### config.mk
export PLATFORM = sky130hd
export DESIGN_NAME = exposure_shutter_gain_pi_controller_core
export DESIGN_NICKNAME = d
export VERILOG_FILES = /design/src/espi_pkg.sv /design/src/espi_csr.sv /design/src/espi_mdu.sv /design/src/exposure_shutter_gain_pi_controller_core.sv
export SDC_FILE = /design/constraint.sdc
export NUM_CORES = 1
export LEC_CHECK = 0
export ABC_AREA = 1
export BUFFER_PORTS_ARGS = -buffer_cell sky130_fd_sc_hd__buf_2
export CORE_AREA = 8 8 301 303
export DETAILED_ROUTE_END_ITERATION = 8
export DIE_AREA = 0 0 309 311
export GPL_TIMING_DRIVEN = 0
export PLACE_DENSITY = 0.59
export RECOVER_POWER = 25
export SLEW_MARGIN = 10
export SYNTH_ARGS = -nofsm -noshare
export SYNTH_HDL_FRONTEND = slang
export SYNTH_SLANG_ARGS = --single-unit
### constraint.sdc
create_clock -name clock -period 5.44 [get_ports clock]
set_clock_uncertainty 0.1 [all_clocks]
set_input_delay 0.272 -clock clock [delete_from_list [all_inputs] [get_ports clock]]
set_output_delay 0.272 -clock clock [all_outputs]
set_load 0.1 [all_outputs]
### src/espi_pkg.sv
// ----------------------------------------------------------------------------
// espi_pkg
// Shared types and constants of the exposure shutter/gain PI controller.
// ----------------------------------------------------------------------------
package espi_pkg;

   localparam int CSR_IDX_W  = 3;
   localparam int CSR_DATA_W = 16;

   typedef enum logic [CSR_IDX_W-1:0] {
      CSR_TARGET_LEVEL     = 3'd0,
      CSR_DEAD_BAND        = 3'd1,
      CSR_SHUTTER_MIN_US   = 3'd2,
      CSR_SHUTTER_MAX_US   = 3'd3,
      CSR_GAIN_MAX_DB      = 3'd4,
      CSR_GAIN_SWITCH_US   = 3'd5,
      CSR_SHUTTER_INT_COEF = 3'd6,
      CSR_GAIN_INT_COEF    = 3'd7
   } csr_index_type;

   typedef struct packed {
      logic [11:0] target_level;
      logic [11:0] dead_band;
      logic [15:0] shutter_min_us;
      logic [15:0] shutter_max_us;
      logic [5:0]  gain_max_db;
      logic [15:0] gain_switch_us;
      logic [15:0] shutter_int_coef;
      logic [15:0] gain_int_coef;
   } cfg_type;

   // multiply/divide unit
   localparam int MDU_A_W   = 31;
   localparam int MDU_B_W   = 16;
   localparam int MDU_RES_W = 37;

   typedef enum logic {
      MDU_MUL = 1'b0,
      MDU_DIV = 1'b1
   } mdu_op_type;

   typedef struct packed {
      logic       start;
      mdu_op_type op;
   } mdu_ctrl_type;

   // 0.01 dB per pixel unit in Q0.16
   localparam logic [15:0] GAIN_P_COEF    = 16'd655;
   localparam logic [19:0] GAIN_INT_LIMIT = 20'hFFFFF;

   localparam logic [21:0] SHUTTER_INT_RST = 22'd160;
   localparam logic [20:0] SHUTTER_VAL_RST = 21'd160000;
   localparam logic [13:0] GAIN_VAL_RST    = 14'd768;

endpackage

### src/espi_csr.sv
// ----------------------------------------------------------------------------
// espi_csr
// Configuration register file, write only.
// ----------------------------------------------------------------------------
module espi_csr (
   input  logic                               clock,
   input  logic                               reset,
   input  logic                               csr_wr_en,
   input  logic [espi_pkg::CSR_IDX_W-1:0]     csr_index,
   input  logic [espi_pkg::CSR_DATA_W-1:0]    csr_wr_data,
   output espi_pkg::cfg_type                  cfg
);

   espi_pkg::cfg_type cfg_ff;
   espi_pkg::cfg_type cfg_in;

   always_comb begin
      cfg_in = cfg_ff;
      if (csr_wr_en) begin
         case (espi_pkg::csr_index_type'(csr_index))
            espi_pkg::CSR_TARGET_LEVEL:     cfg_in.target_level     = csr_wr_data[11:0];
            espi_pkg::CSR_DEAD_BAND:        cfg_in.dead_band        = csr_wr_data[11:0];
            espi_pkg::CSR_SHUTTER_MIN_US:   cfg_in.shutter_min_us   = csr_wr_data;
            espi_pkg::CSR_SHUTTER_MAX_US:   cfg_in.shutter_max_us   = csr_wr_data;
            espi_pkg::CSR_GAIN_MAX_DB:      cfg_in.gain_max_db      = csr_wr_data[5:0];
            espi_pkg::CSR_GAIN_SWITCH_US:   cfg_in.gain_switch_us   = csr_wr_data;
            espi_pkg::CSR_SHUTTER_INT_COEF: cfg_in.shutter_int_coef = csr_wr_data;
            espi_pkg::CSR_GAIN_INT_COEF:    cfg_in.gain_int_coef    = csr_wr_data;
            default:                        cfg_in = cfg_ff;
         endcase
      end
   end

   always_ff @(posedge clock) begin
      if (reset) begin
         cfg_ff.target_level     <= 12'd1600;
         cfg_ff.dead_band        <= 12'd80;
         cfg_ff.shutter_min_us   <= 16'd11;
         cfg_ff.shutter_max_us   <= 16'd20000;
         cfg_ff.gain_max_db      <= 6'd48;
         cfg_ff.gain_switch_us   <= 16'd20000;
         cfg_ff.shutter_int_coef <= 16'd256;
         cfg_ff.gain_int_coef    <= 16'd3604;
      end else begin
         cfg_ff <= cfg_in;
      end
   end

   assign cfg = cfg_ff;

endmodule

### src/espi_mdu.sv
// ----------------------------------------------------------------------------
// espi_mdu
// Serial unsigned multiply (16 steps, shift-add) and restoring divide
// (31 steps) sharing one adder. done stays high until the next start.
// ----------------------------------------------------------------------------
module espi_mdu (
   input  logic                              clock,
   input  logic                              reset,
   input  espi_pkg::mdu_ctrl_type            ctrl,
   input  logic [espi_pkg::MDU_A_W-1:0]      op_a,
   input  logic [espi_pkg::MDU_B_W-1:0]      op_b,
   output logic                              done,
   output logic [espi_pkg::MDU_RES_W-1:0]    result
);

   localparam logic [4:0] MUL_LAST = 5'd15;
   localparam logic [4:0] DIV_LAST = 5'd30;

   logic                   busy_ff, busy_in;
   logic                   done_ff, done_in;
   espi_pkg::mdu_op_type   op_ff, op_in;
   logic [4:0]             cnt_ff, cnt_in;
   logic [30:0]            a_ff, a_in;
   logic [15:0]            b_ff, b_in;
   logic [31:0]            acc_ff, acc_in;
   logic [30:0]            sh_ff, sh_in;

   logic [32:0]            add_x;
   logic [32:0]            add_y;
   logic                   add_cin;
   logic [32:0]            add_sum;
   logic                   div_ok;
   logic                   last;

   always_comb begin
      if (op_ff == espi_pkg::MDU_MUL) begin
         add_x   = {1'b0, acc_ff};
         add_y   = sh_ff[0] ? {2'b0, a_ff} : 33'd0;
         add_cin = 1'b0;
      end else begin
         add_x   = {16'd0, acc_ff[15:0], sh_ff[30]};
         add_y   = ~{17'd0, b_ff};
         add_cin = 1'b1;
      end
      add_sum = add_x + add_y + {32'd0, add_cin};
   end

   assign div_ok = ~add_sum[32];
   assign last   = (op_ff == espi_pkg::MDU_MUL) ? (cnt_ff == MUL_LAST) : (cnt_ff == DIV_LAST);

   always_comb begin
      busy_in = busy_ff;
      done_in = done_ff;
      op_in   = op_ff;
      cnt_in  = cnt_ff;
      a_in    = a_ff;
      b_in    = b_ff;
      acc_in  = acc_ff;
      sh_in   = sh_ff;
      if (ctrl.start) begin
         busy_in = 1'b1;
         done_in = 1'b0;
         op_in   = ctrl.op;
         cnt_in  = 5'd0;
         a_in    = op_a;
         b_in    = op_b;
         acc_in  = 32'd0;
         sh_in   = (ctrl.op == espi_pkg::MDU_MUL) ? {15'd0, op_b} : op_a;
      end else if (busy_ff) begin
         cnt_in = cnt_ff + 5'd1;
         if (op_ff == espi_pkg::MDU_MUL) begin
            acc_in = add_sum[32:1];
            sh_in  = {add_sum[0], sh_ff[30:1]};
         end else begin
            acc_in = div_ok ? {16'd0, add_sum[15:0]} : {16'd0, acc_ff[14:0], sh_ff[30]};
            sh_in  = {sh_ff[29:0], div_ok};
         end
         if (last) begin
            busy_in = 1'b0;
            done_in = 1'b1;
         end
      end
   end

   always_ff @(posedge clock) begin
      if (reset) begin
         busy_ff <= 1'b0;
         done_ff <= 1'b0;
      end else begin
         busy_ff <= busy_in;
         done_ff <= done_in;
      end
   end

   always_ff @(posedge clock) begin
      op_ff  <= op_in;
      cnt_ff <= cnt_in;
      a_ff   <= a_in;
      b_ff   <= b_in;
      acc_ff <= acc_in;
      sh_ff  <= sh_in;
   end

   assign done   = done_ff;
   assign result = (op_ff == espi_pkg::MDU_MUL) ? {acc_ff[20:0], sh_ff[30:15]}
                                                : {6'd0, sh_ff};

endmodule

### src/exposure_shutter_gain_pi_controller_core.sv
// ----------------------------------------------------------------------------
// exposure_shutter_gain_pi_controller_core
// Takes one mean frame brightness (Q8.4) per beat and returns one beat with
// the new shutter time, whether the shutter loop ran, the sensor gain (dB,
// Q6.8) and the active mode. A beat runs only the shutter loop, only the
// gain PI or the proportional gain, or the shutter loop before the gain PI
// or the proportional gain in the same beat; a negative gain integral drops
// a gain mode beat back to shutter mode. All products and the quotient come
// from the shared serial multiplier and divider; a previous result still
// stalled at the output holds the new result back until it is taken.
// req_stall is high while a beat is being worked on; a finished result waits
// in the output register while the next beat is taken. Configuration must be
// written through csr_wr_en/csr_index/csr_wr_data only while idle; the block
// itself does not enforce this.
// ----------------------------------------------------------------------------
module exposure_shutter_gain_pi_controller_core (
   input  logic                              clock,
   input  logic                              reset,
   input  logic                              csr_wr_en,
   input  logic [espi_pkg::CSR_IDX_W-1:0]    csr_index,
   input  logic [espi_pkg::CSR_DATA_W-1:0]   csr_wr_data,
   input  logic                              req_valid,
   output logic                              req_stall,
   input  logic [11:0]                       req_mean_level,
   output logic                              rsp_valid,
   input  logic                              rsp_stall,
   output logic [15:0]                       rsp_shutter_us,
   output logic                              rsp_shutter_updated,
   output logic [13:0]                       rsp_gain_level,
   output logic                              rsp_gain_mode
);

   typedef enum logic [11:0] {
      S_IDLE  = 12'b0000_0000_0001,
      S_SMUL  = 12'b0000_0000_0010,
      S_SINT  = 12'b0000_0000_0100,
      S_SVAL  = 12'b0000_0000_1000,
      S_MODE  = 12'b0000_0001_0000,
      S_GMUL1 = 12'b0000_0010_0000,
      S_GINT  = 12'b0000_0100_0000,
      S_GMUL2 = 12'b0000_1000_0000,
      S_GPI   = 12'b0001_0000_0000,
      S_PMUL  = 12'b0010_0000_0000,
      S_PDIV  = 12'b0100_0000_0000,
      S_DONE  = 12'b1000_0000_0000
   } state_type;

   espi_pkg::cfg_type       cfg;
   espi_pkg::mdu_ctrl_type  mdu_ctrl;
   logic [30:0]             mdu_a;
   logic [15:0]             mdu_b;
   logic                    mdu_done;
   logic [36:0]             mdu_result;

   state_type               state_ff, state_in;
   logic signed [21:0]      si_ff, si_in;
   logic [20:0]             sv_ff, sv_in;
   logic signed [20:0]      gi_ff, gi_in;
   logic [13:0]             gv_ff, gv_in;
   logic                    mode_ff, mode_in;
   logic                    ran_ff, ran_in;
   logic signed [12:0]      err_ff, err_in;
   logic [11:0]             errmag_ff, errmag_in;
   logic signed [21:0]      rnd_ff, rnd_in;
   logic                    neg_ff, neg_in;
   logic                    rsp_valid_ff, rsp_valid_in;
   logic [15:0]             rsp_shutter_us_ff, rsp_shutter_us_in;
   logic                    rsp_shutter_updated_ff, rsp_shutter_updated_in;
   logic [13:0]             rsp_gain_level_ff, rsp_gain_level_in;
   logic                    rsp_gain_mode_ff, rsp_gain_mode_in;

   logic signed [12:0]      err_raw;
   logic signed [12:0]      err_raw_neg;
   logic [11:0]             mag_raw;
   logic                    in_band;

   logic [19:0]             smax16;
   logic [19:0]             smin16;
   logic [19:0]             gsw16;
   logic [13:0]             gmax256;
   logic signed [22:0]      smax_s;
   logic signed [22:0]      smin_s;
   logic signed [22:0]      gmax_s;
   logic signed [22:0]      glim_s;

   logic signed [29:0]      prod_mag;
   logic signed [29:0]      prod_s;
   logic signed [29:0]      prod_r8;
   logic signed [29:0]      prod_r12;
   logic signed [21:0]      rnd8;
   logic signed [21:0]      rnd12;

   logic signed [22:0]      isum;
   logic signed [22:0]      iclamp;
   logic signed [22:0]      vsum;
   logic signed [22:0]      vmax;
   logic signed [22:0]      vclamp;
   logic signed [22:0]      gsum;
   logic signed [22:0]      gclamp;
   logic [13:0]             gpi_val;

   logic signed [22:0]      over;
   logic signed [22:0]      over_neg;
   logic [20:0]             over_mag;
   logic signed [16:0]      den;
   logic signed [16:0]      den_neg;
   logic [15:0]             den_mag;
   logic [13:0]             prop_val;
   logic                    mode_next;

   espi_csr u_csr (
      .clock       (clock),
      .reset       (reset),
      .csr_wr_en   (csr_wr_en),
      .csr_index   (csr_index),
      .csr_wr_data (csr_wr_data),
      .cfg         (cfg)
   );

   espi_mdu u_mdu (
      .clock  (clock),
      .reset  (reset),
      .ctrl   (mdu_ctrl),
      .op_a   (mdu_a),
      .op_b   (mdu_b),
      .done   (mdu_done),
      .result (mdu_result)
   );

   // error with deadband
   assign err_raw     = $signed({1'b0, cfg.target_level}) - $signed({1'b0, req_mean_level});
   assign err_raw_neg = -err_raw;
   assign mag_raw     = err_raw[12] ? err_raw_neg[11:0] : err_raw[11:0];
   assign in_band     = mag_raw < cfg.dead_band;

   assign smax16  = {cfg.shutter_max_us, 4'd0};
   assign smin16  = {cfg.shutter_min_us, 4'd0};
   assign gsw16   = {cfg.gain_switch_us, 4'd0};
   assign gmax256 = {cfg.gain_max_db, 8'd0};
   assign smax_s  = $signed({3'd0, smax16});
   assign smin_s  = $signed({3'd0, smin16});
   assign gmax_s  = $signed({9'd0, gmax256});
   assign glim_s  = $signed({3'd0, espi_pkg::GAIN_INT_LIMIT});

   // signed product from magnitude, round half up
   assign prod_mag = $signed({2'b0, mdu_result[27:0]});
   assign prod_s   = err_ff[12] ? -prod_mag : prod_mag;
   assign prod_r8  = prod_s + 30'sd128;
   assign prod_r12 = prod_s + 30'sd2048;
   assign rnd8     = prod_r8[29:8];
   assign rnd12    = {{4{prod_r12[29]}}, prod_r12[29:12]};

   // shutter integral and value
   assign isum   = $signed({si_ff[21], si_ff}) + $signed({rnd_ff[21], rnd_ff});
   assign iclamp = (isum > smax_s) ? smax_s : ((isum < -smax_s) ? -smax_s : isum);
   assign vsum   = $signed({si_ff[21], si_ff}) + $signed({{10{err_ff[12]}}, err_ff});
   assign vmax   = (vsum > smax_s) ? smax_s : vsum;
   assign vclamp = (vmax < smin_s) ? smin_s : vmax;

   // gain integral, and the PI sum on the updated integral
   assign gsum    = $signed({{2{gi_ff[20]}}, gi_ff}) + $signed({rnd_ff[21], rnd_ff});
   assign gclamp  = (gsum > glim_s) ? glim_s : ((gsum < -glim_s) ? -glim_s : gsum);
   assign gpi_val = gsum[22] ? 14'd0 : ((gsum > gmax_s) ? gmax256 : gsum[13:0]);

   // proportional gain from shutter overshoot
   assign over     = $signed({2'b0, sv_ff}) - $signed({3'b0, gsw16});
   assign over_neg = -over;
   assign over_mag = over[22] ? over_neg[20:0] : over[20:0];
   assign den      = $signed({1'b0, cfg.shutter_max_us}) - $signed({1'b0, cfg.gain_switch_us});
   assign den_neg  = -den;
   assign den_mag  = den[16] ? den_neg[15:0] : den[15:0];
   assign prop_val = (neg_ff ^ den[16]) ? 14'd0 :
                     ((mdu_result[30:0] > {17'd0, gmax256}) ? gmax256 : mdu_result[13:0]);

   assign mode_next = ((sv_ff >= {1'b0, gsw16}) | mode_ff) & ~gi_ff[20];

   always_comb begin
      state_in               = state_ff;
      si_in                  = si_ff;
      sv_in                  = sv_ff;
      gi_in                  = gi_ff;
      gv_in                  = gv_ff;
      mode_in                = mode_ff;
      ran_in                 = ran_ff;
      err_in                 = err_ff;
      errmag_in              = errmag_ff;
      rnd_in                 = rnd_ff;
      neg_in                 = neg_ff;
      rsp_valid_in           = rsp_valid_ff & rsp_stall;
      rsp_shutter_us_in      = rsp_shutter_us_ff;
      rsp_shutter_updated_in = rsp_shutter_updated_ff;
      rsp_gain_level_in      = rsp_gain_level_ff;
      rsp_gain_mode_in       = rsp_gain_mode_ff;
      mdu_ctrl.start         = 1'b0;
      mdu_ctrl.op            = espi_pkg::MDU_MUL;
      mdu_a                  = 31'd0;
      mdu_b                  = 16'd0;

      case (state_ff)
         S_IDLE: begin
            if (req_valid) begin
               err_in    = in_band ? 13'sd0 : err_raw;
               errmag_in = in_band ? 12'd0 : mag_raw;
               ran_in    = ~mode_ff;
               if (!mode_ff) begin
                  mdu_ctrl.start = 1'b1;
                  mdu_a          = {19'd0, (in_band ? 12'd0 : mag_raw)};
                  mdu_b          = cfg.shutter_int_coef;
                  state_in       = S_SMUL;
               end else begin
                  state_in = S_MODE;
               end
            end
         end
         S_SMUL: begin
            if (mdu_done) begin
               rnd_in   = rnd8;
               state_in = S_SINT;
            end
         end
         S_SINT: begin
            si_in    = iclamp[21:0];
            state_in = S_SVAL;
         end
         S_SVAL: begin
            sv_in    = vclamp[20:0];
            state_in = S_MODE;
         end
         S_MODE: begin
            mode_in = mode_next;
            if (mode_next) begin
               mdu_ctrl.start = 1'b1;
               if (cfg.gain_switch_us == cfg.shutter_max_us) begin
                  mdu_a    = {19'd0, errmag_ff};
                  mdu_b    = cfg.gain_int_coef;
                  state_in = S_GMUL1;
               end else begin
                  mdu_a    = {10'd0, over_mag};
                  mdu_b    = {10'd0, cfg.gain_max_db};
                  neg_in   = over[22];
                  state_in = S_PMUL;
               end
            end else begin
               gi_in    = 21'sd0;
               gv_in    = 14'd0;
               state_in = S_DONE;
            end
         end
         S_GMUL1: begin
            if (mdu_done) begin
               rnd_in   = rnd12;
               state_in = S_GINT;
            end
         end
         S_GINT: begin
            gi_in          = gclamp[20:0];
            mdu_ctrl.start = 1'b1;
            mdu_a          = {19'd0, errmag_ff};
            mdu_b          = espi_pkg::GAIN_P_COEF;
            state_in       = S_GMUL2;
         end
         S_GMUL2: begin
            if (mdu_done) begin
               rnd_in   = rnd12;
               state_in = S_GPI;
            end
         end
         S_GPI: begin
            gv_in    = gpi_val;
            state_in = S_DONE;
         end
         S_PMUL: begin
            if (mdu_done) begin
               mdu_ctrl.start = 1'b1;
               mdu_ctrl.op    = espi_pkg::MDU_DIV;
               mdu_a          = {mdu_result[26:0], 4'd0};
               mdu_b          = den_mag;
               state_in       = S_PDIV;
            end
         end
         S_PDIV: begin
            if (mdu_done) begin
               gv_in    = prop_val;
               state_in = S_DONE;
            end
         end
         S_DONE: begin
            if (!rsp_valid_ff || !rsp_stall) begin
               rsp_valid_in           = 1'b1;
               rsp_shutter_us_in      = sv_ff[19:4];
               rsp_shutter_updated_in = ran_ff;
               rsp_gain_level_in      = gv_ff;
               rsp_gain_mode_in       = mode_ff;
               state_in               = S_IDLE;
            end
         end
         default: begin
            state_in = S_IDLE;
         end
      endcase
   end

   always_ff @(posedge clock) begin
      if (reset) begin
         state_ff     <= S_IDLE;
         si_ff        <= $signed(espi_pkg::SHUTTER_INT_RST);
         sv_ff        <= espi_pkg::SHUTTER_VAL_RST;
         gi_ff        <= 21'sd0;
         gv_ff        <= espi_pkg::GAIN_VAL_RST;
         mode_ff      <= 1'b0;
         rsp_valid_ff <= 1'b0;
      end else begin
         state_ff     <= state_in;
         si_ff        <= si_in;
         sv_ff        <= sv_in;
         gi_ff        <= gi_in;
         gv_ff        <= gv_in;
         mode_ff      <= mode_in;
         rsp_valid_ff <= rsp_valid_in;
      end
   end

   always_ff @(posedge clock) begin
      ran_ff                 <= ran_in;
      err_ff                 <= err_in;
      errmag_ff              <= errmag_in;
      rnd_ff                 <= rnd_in;
      neg_ff                 <= neg_in;
      rsp_shutter_us_ff      <= rsp_shutter_us_in;
      rsp_shutter_updated_ff <= rsp_shutter_updated_in;
      rsp_gain_level_ff      <= rsp_gain_level_in;
      rsp_gain_mode_ff       <= rsp_gain_mode_in;
   end

   assign req_stall           = (state_ff != S_IDLE);
   assign rsp_valid           = rsp_valid_ff;
   assign rsp_shutter_us      = rsp_shutter_us_ff;
   assign rsp_shutter_updated = rsp_shutter_updated_ff;
   assign rsp_gain_level      = rsp_gain_level_ff;
   assign rsp_gain_mode       = rsp_gain_mode_ff;

endmodule

==> flow_metrics.tcl <==
set metrics [dict create \
    timing.setup.tns_ns 0 \
    synth.distinct_cells 64 \
    min_period_ns 5.37 \
    ys_warn_count 0 \
    num-nets-final 4661 \
    max_root_sink_buffers 3 \
    layout-drive-gt1-share 0.0821 \
    grt_start_max_net_pins 58 \
    power_per_cell_area_nw_per_um2 407 \
    synth_enable_flop_cells 160 \
    max_cap_viol_count 0 \
    synthCells 4217 \
    grt_pass1_vias 27863 \
    dp_hpwl_microns 86900 \
    slew-limit-headroom 0.157 \
    fillers 9186 \
    slew_violations 0 \
    antenna_found_initial 2 \
    die_h_microns 311 \
    worst_margin_slew_ns 1.26 \
    grt.total_usage 0.221 \
    critPathMaxFanout 6 \
    dieArea_sq_um 96100 \
    hold_path_end "u_csr.cfg[90]$_SDFFE_PP1P_" \
    core_area_sq_um 85900 \
    setup_repair_after_global_routing_missed_its_margin "yes" \
    min_path_type "in2reg" \
    post_layout_nonfiller_instances 5576 \
    area_growth_pct 14.9 \
    port-buffer-count 67 \
    post-route-period-util 0.988 \
    worst-endpoint-arrival_ns 5.85 \
    rows 108 \
    share_of_flip_flops_with_an_asynchronous_set_or_reset_after_synthesis 0 \
    static_leakage_nw 15.2 \
    placed_cells 5441 \
    hold_sp "csr_index[0]" \
    ys.flop_type "sky130_fd_sc_hd__dfxtp_1" \
    synth_seq_area_share 0.324 \
    clkSlewWorstSetupHoldPaths_ns 0.07 \
    boundaryPins 70 \
    grt.overflow.total 0 \
    finalWirelength_microns 111000 \
    mappedNetlistArea_sq_um 29700 \
    worstSetupStartpointType "flip-flop" \
    routed_wire_length_per_instance_microns 19.9 \
    cts.sink_count 401 \
    viasPerCell 5.30 \
    outcome "completed" \
    cpMaxStageDelayCell "sky130_fd_sc_hd__edfxtp_1" \
    gp_routability_congestion 0.962 \
    detail-route-antenna-nets 0 \
    ys_ff_latch 401 \
    ff2ff_setup_slack_ns 0.07 \
    path_class "reg2reg" \
    crit-reg2reg-launch "err_ff[0]$_SDFFCE_PP0P_" \
    ir_drop_uv 274 \
    start_util 0.345 \
    antenna_cells 0 \
    clockRootBuffer "sky130_fd_sc_hd__clkbuf_16" \
    setup_viol 0 \
    die_width_microns 309 \
    synth_fp_nets 4498 \
    crit_required_ns 5.91 \
    hold_violations 0 \
    critical-path-max-stage-delay_ns 0.46 \
    detailedRoute.firstIterationViolations 2783 \
    drc 0 \
    cts_tree "built" \
    reg2reg_to "sv_ff[4]$_SDFFE_PP0N_" \
    worst_r2r_path_depth 38 \
    total_power_w 0.0139 \
    detail_route.first_pass.iterations 6 \
    postSynthAreaPerCell_sq_um 7.04 \
    cell_seen_most_often_among_critical_path_stages "sky130_fd_sc_hd__nand2_1" \
    fmax_ghz 0.186 \
    vias 29555 \
    worstSkewPairLatency_ns 0.65 \
    cts.htree.levels 2 \
    cp-end-kind "flip-flop" \
    total_clock_buffers_created_by_cts 49 \
    grt_first_pass_wirelength_microns 167000 \
    min_path_cells 4 \
]
[synthesized netlist by cell type, drive strengths merged (8+ instances only)]
| master | number | area share |
|---|---|---|
| o21a | 15 | 0.0038 |
| a22oi | 8 | 0.0020 |
| o22ai | 27 | 0.0057 |
| nand4 | 62 | 0.013 |
| nor3 | 48 | 0.0084 |
| nand3 | 244 | 0.042 |
| fa | 8 | 0.0054 |
| buf | 40 | 0.0074 |
| dfxtp | 241 | 0.16 |
| xor2 | 105 | 0.033 |
| o21ai | 382 | 0.065 |
| nand3b | 12 | 0.0030 |
| nor2 | 397 | 0.053 |
| o211ai | 44 | 0.011 |
| ha | 237 | 0.10 |
| inv | 535 | 0.068 |
| a31oi | 46 | 0.0097 |
| a21oi | 392 | 0.066 |
| a21o | 8 | 0.0020 |
| o21bai | 18 | 0.0046 |
| clkbuf | 91 | 0.012 |
| edfxtp | 160 | 0.16 |
| nor4 | 14 | 0.0032 |
| nand2 | 944 | 0.12 |
| o31ai | 12 | 0.0030 |
| a21boi | 23 | 0.0058 |
| a211oi | 12 | 0.0030 |
| or2 | 12 | 0.0025 |
| xnor2 | 40 | 0.012 |
[flip-flops by register name (all words and copies together), names as in the netlist, 5 cells and up]
| register | cells |
|---|---|
| si_ff | 22 |
| sv_ff | 21 |
| rsp_shutter_us | 16 |
| err_ff | 13 |
| u_csr.cfg | 110 |
| errmag_ff | 12 |
| rsp_gain_level | 14 |
| u_mdu.cnt_ff | 5 |
| u_mdu.sh_ff | 31 |
| rnd_ff | 22 |
| u_mdu.a_ff | 31 |
| u_mdu.b_ff | 16 |
| u_mdu.acc_ff | 32 |
| gi_ff | 21 |
| state_ff | 12 |
| gv_ff | 14 |
[cells by family after synthesis]
logic type,share of synthesized area
buffers and inverters,0.0874
AO/OA/AOI/OAI,0.190
flip-flops,0.324
multiplexers,0.000337
AND/OR/NAND/NOR,0.248
XOR/XNOR,0.0447
adder cells (fa/ha/maj),0.105
[worst max-delay path by stage]
stage	from	end	slack [ns]
2_1_floorplan	u_mdu.op_ff$_DFFE_PP_	u_mdu.acc_ff[0]$_SDFFE_PP0P_	0.41
3_3_place_gp	u_mdu.op_ff$_DFFE_PP_	u_mdu.acc_ff[0]$_SDFFE_PP0P_	-1.23
3_5_place_dp	u_mdu.op_ff$_DFFE_PP_	u_mdu.acc_ff[0]$_SDFFE_PP0P_	-1.22
4_1_cts	err_ff[0]$_SDFFCE_PP0P_	sv_ff[17]$_SDFFE_PP1N_	0.001
5_1_grt	err_ff[0]$_SDFFCE_PP0P_	sv_ff[3]$_SDFFE_PP0N_	-0.26
6_report	err_ff[0]$_SDFFCE_PP0P_	sv_ff[4]$_SDFFE_PP0N_	0.07
[through the flow]
step | cell area (sq um) | hold slack, ns | util | setup WS, ns
global placement | 31500 | 0.336 | 0.366 | -1.23
finish | 34100 | 0.0522 | 0.397 | 0.0664
detailed placement | 31500 | 0.337 | 0.367 | -1.22
floorplan | 29700 | 0.298 | - | 0.413
CTS | 33600 | 0.0110 | 0.391 | 0.00132
global route | 34100 | 0.0702 | 0.397 | -0.260
[layout make-up]
cell class                      count  area [sq um]  share of cell area
Multi-Input combinational cell   3144         17900               0.525
Sequential cell                   401          9630               0.282
Inverter                          541          2040              0.0598
Tap cell                         1155          1450              0.0424
Clock buffer                       57          1280              0.0374
Timing Repair Buffer              113           742              0.0217
Buffer                            130           627              0.0184
Clock inverter                     35           449              0.0132
[power by group]
group | internal (W) | total [W] | switching (W)
Clock | 0.00205 | 0.00351 | 0.00147
Combinational | 0.00196 | 0.00636 | 0.00440
Sequential | 0.00377 | 0.00402 | 0.000246
[worst max-delay path: cells and delay by family (launching register included)]
| family | cells | cell delay, ns |
|---|---|---|
| AO/OA/AOI/OAI | 4 | 0.60 |
| AND/OR/NAND/NOR | 23 | 1.97 |
| XOR/XNOR | 1 | 0.21 |
| adder cells (fa/ha/maj) | 4 | 1.22 |
| buffers and inverters | 6 | 0.69 |
| flip-flops | 1 | 0.46 |
[what timing repair did]
item                       CTS  global route
hold buffers                16             0
setup buffers               10            16
hold endpoints to repair    49             0
gates cloned                 1             1
resized for setup           53           110
pin swaps                    9            42
setup endpoints to repair   46            64
[layout by cell type (no fill, tap or decap), drive strengths merged, types with 8 or more instances in the layout]
| cell | synthesis | routed |
|---|---|---|
| edfxtp | 160 | 160 |
| nand3 | 244 | 244 |
| buf | 40 | 105 |
| ha | 237 | 237 |
| a22oi | 8 | 8 |
| o21bai | 18 | 18 |
| a21o | 8 | 8 |
| o31ai | 12 | 12 |
| nor2 | 397 | 397 |
| a21boi | 23 | 23 |
| fa | 8 | 8 |
| o211ai | 44 | 44 |
| nand3b | 12 | 12 |
| nand2 | 944 | 944 |
| o22ai | 27 | 27 |
| nor3 | 48 | 48 |
| dlygate4sd3 | 0 | 16 |
| nor4 | 14 | 14 |
| clkinvlp | 0 | 8 |
| a31oi | 46 | 46 |
| xor2 | 105 | 105 |
| nand4 | 62 | 62 |
| a211oi | 12 | 12 |
| xnor2 | 40 | 40 |
| clkinv | 6 | 23 |
| o21ai | 382 | 382 |
| a21oi | 392 | 392 |
| clkbuf | 91 | 179 |
| or2 | 12 | 12 |
| dfxtp | 241 | 241 |
| inv | 535 | 538 |
| o21a | 15 | 15 |
[layer usage]
| layer | global-route usage | share of wire | up-vias |
|---|---|---|---|
| li1 | - | - | 14540 |
| met1 | 0.292 | 0.43 | 13738 |
| met2 | 0.357 | 0.45 | 1031 |
| met3 | 0.0329 | 0.067 | 244 |
| met4 | 0.0955 | 0.050 | 2 |
| met5 | 0 | 0.00012 | - |
Power figures use the tool's default switching activity.
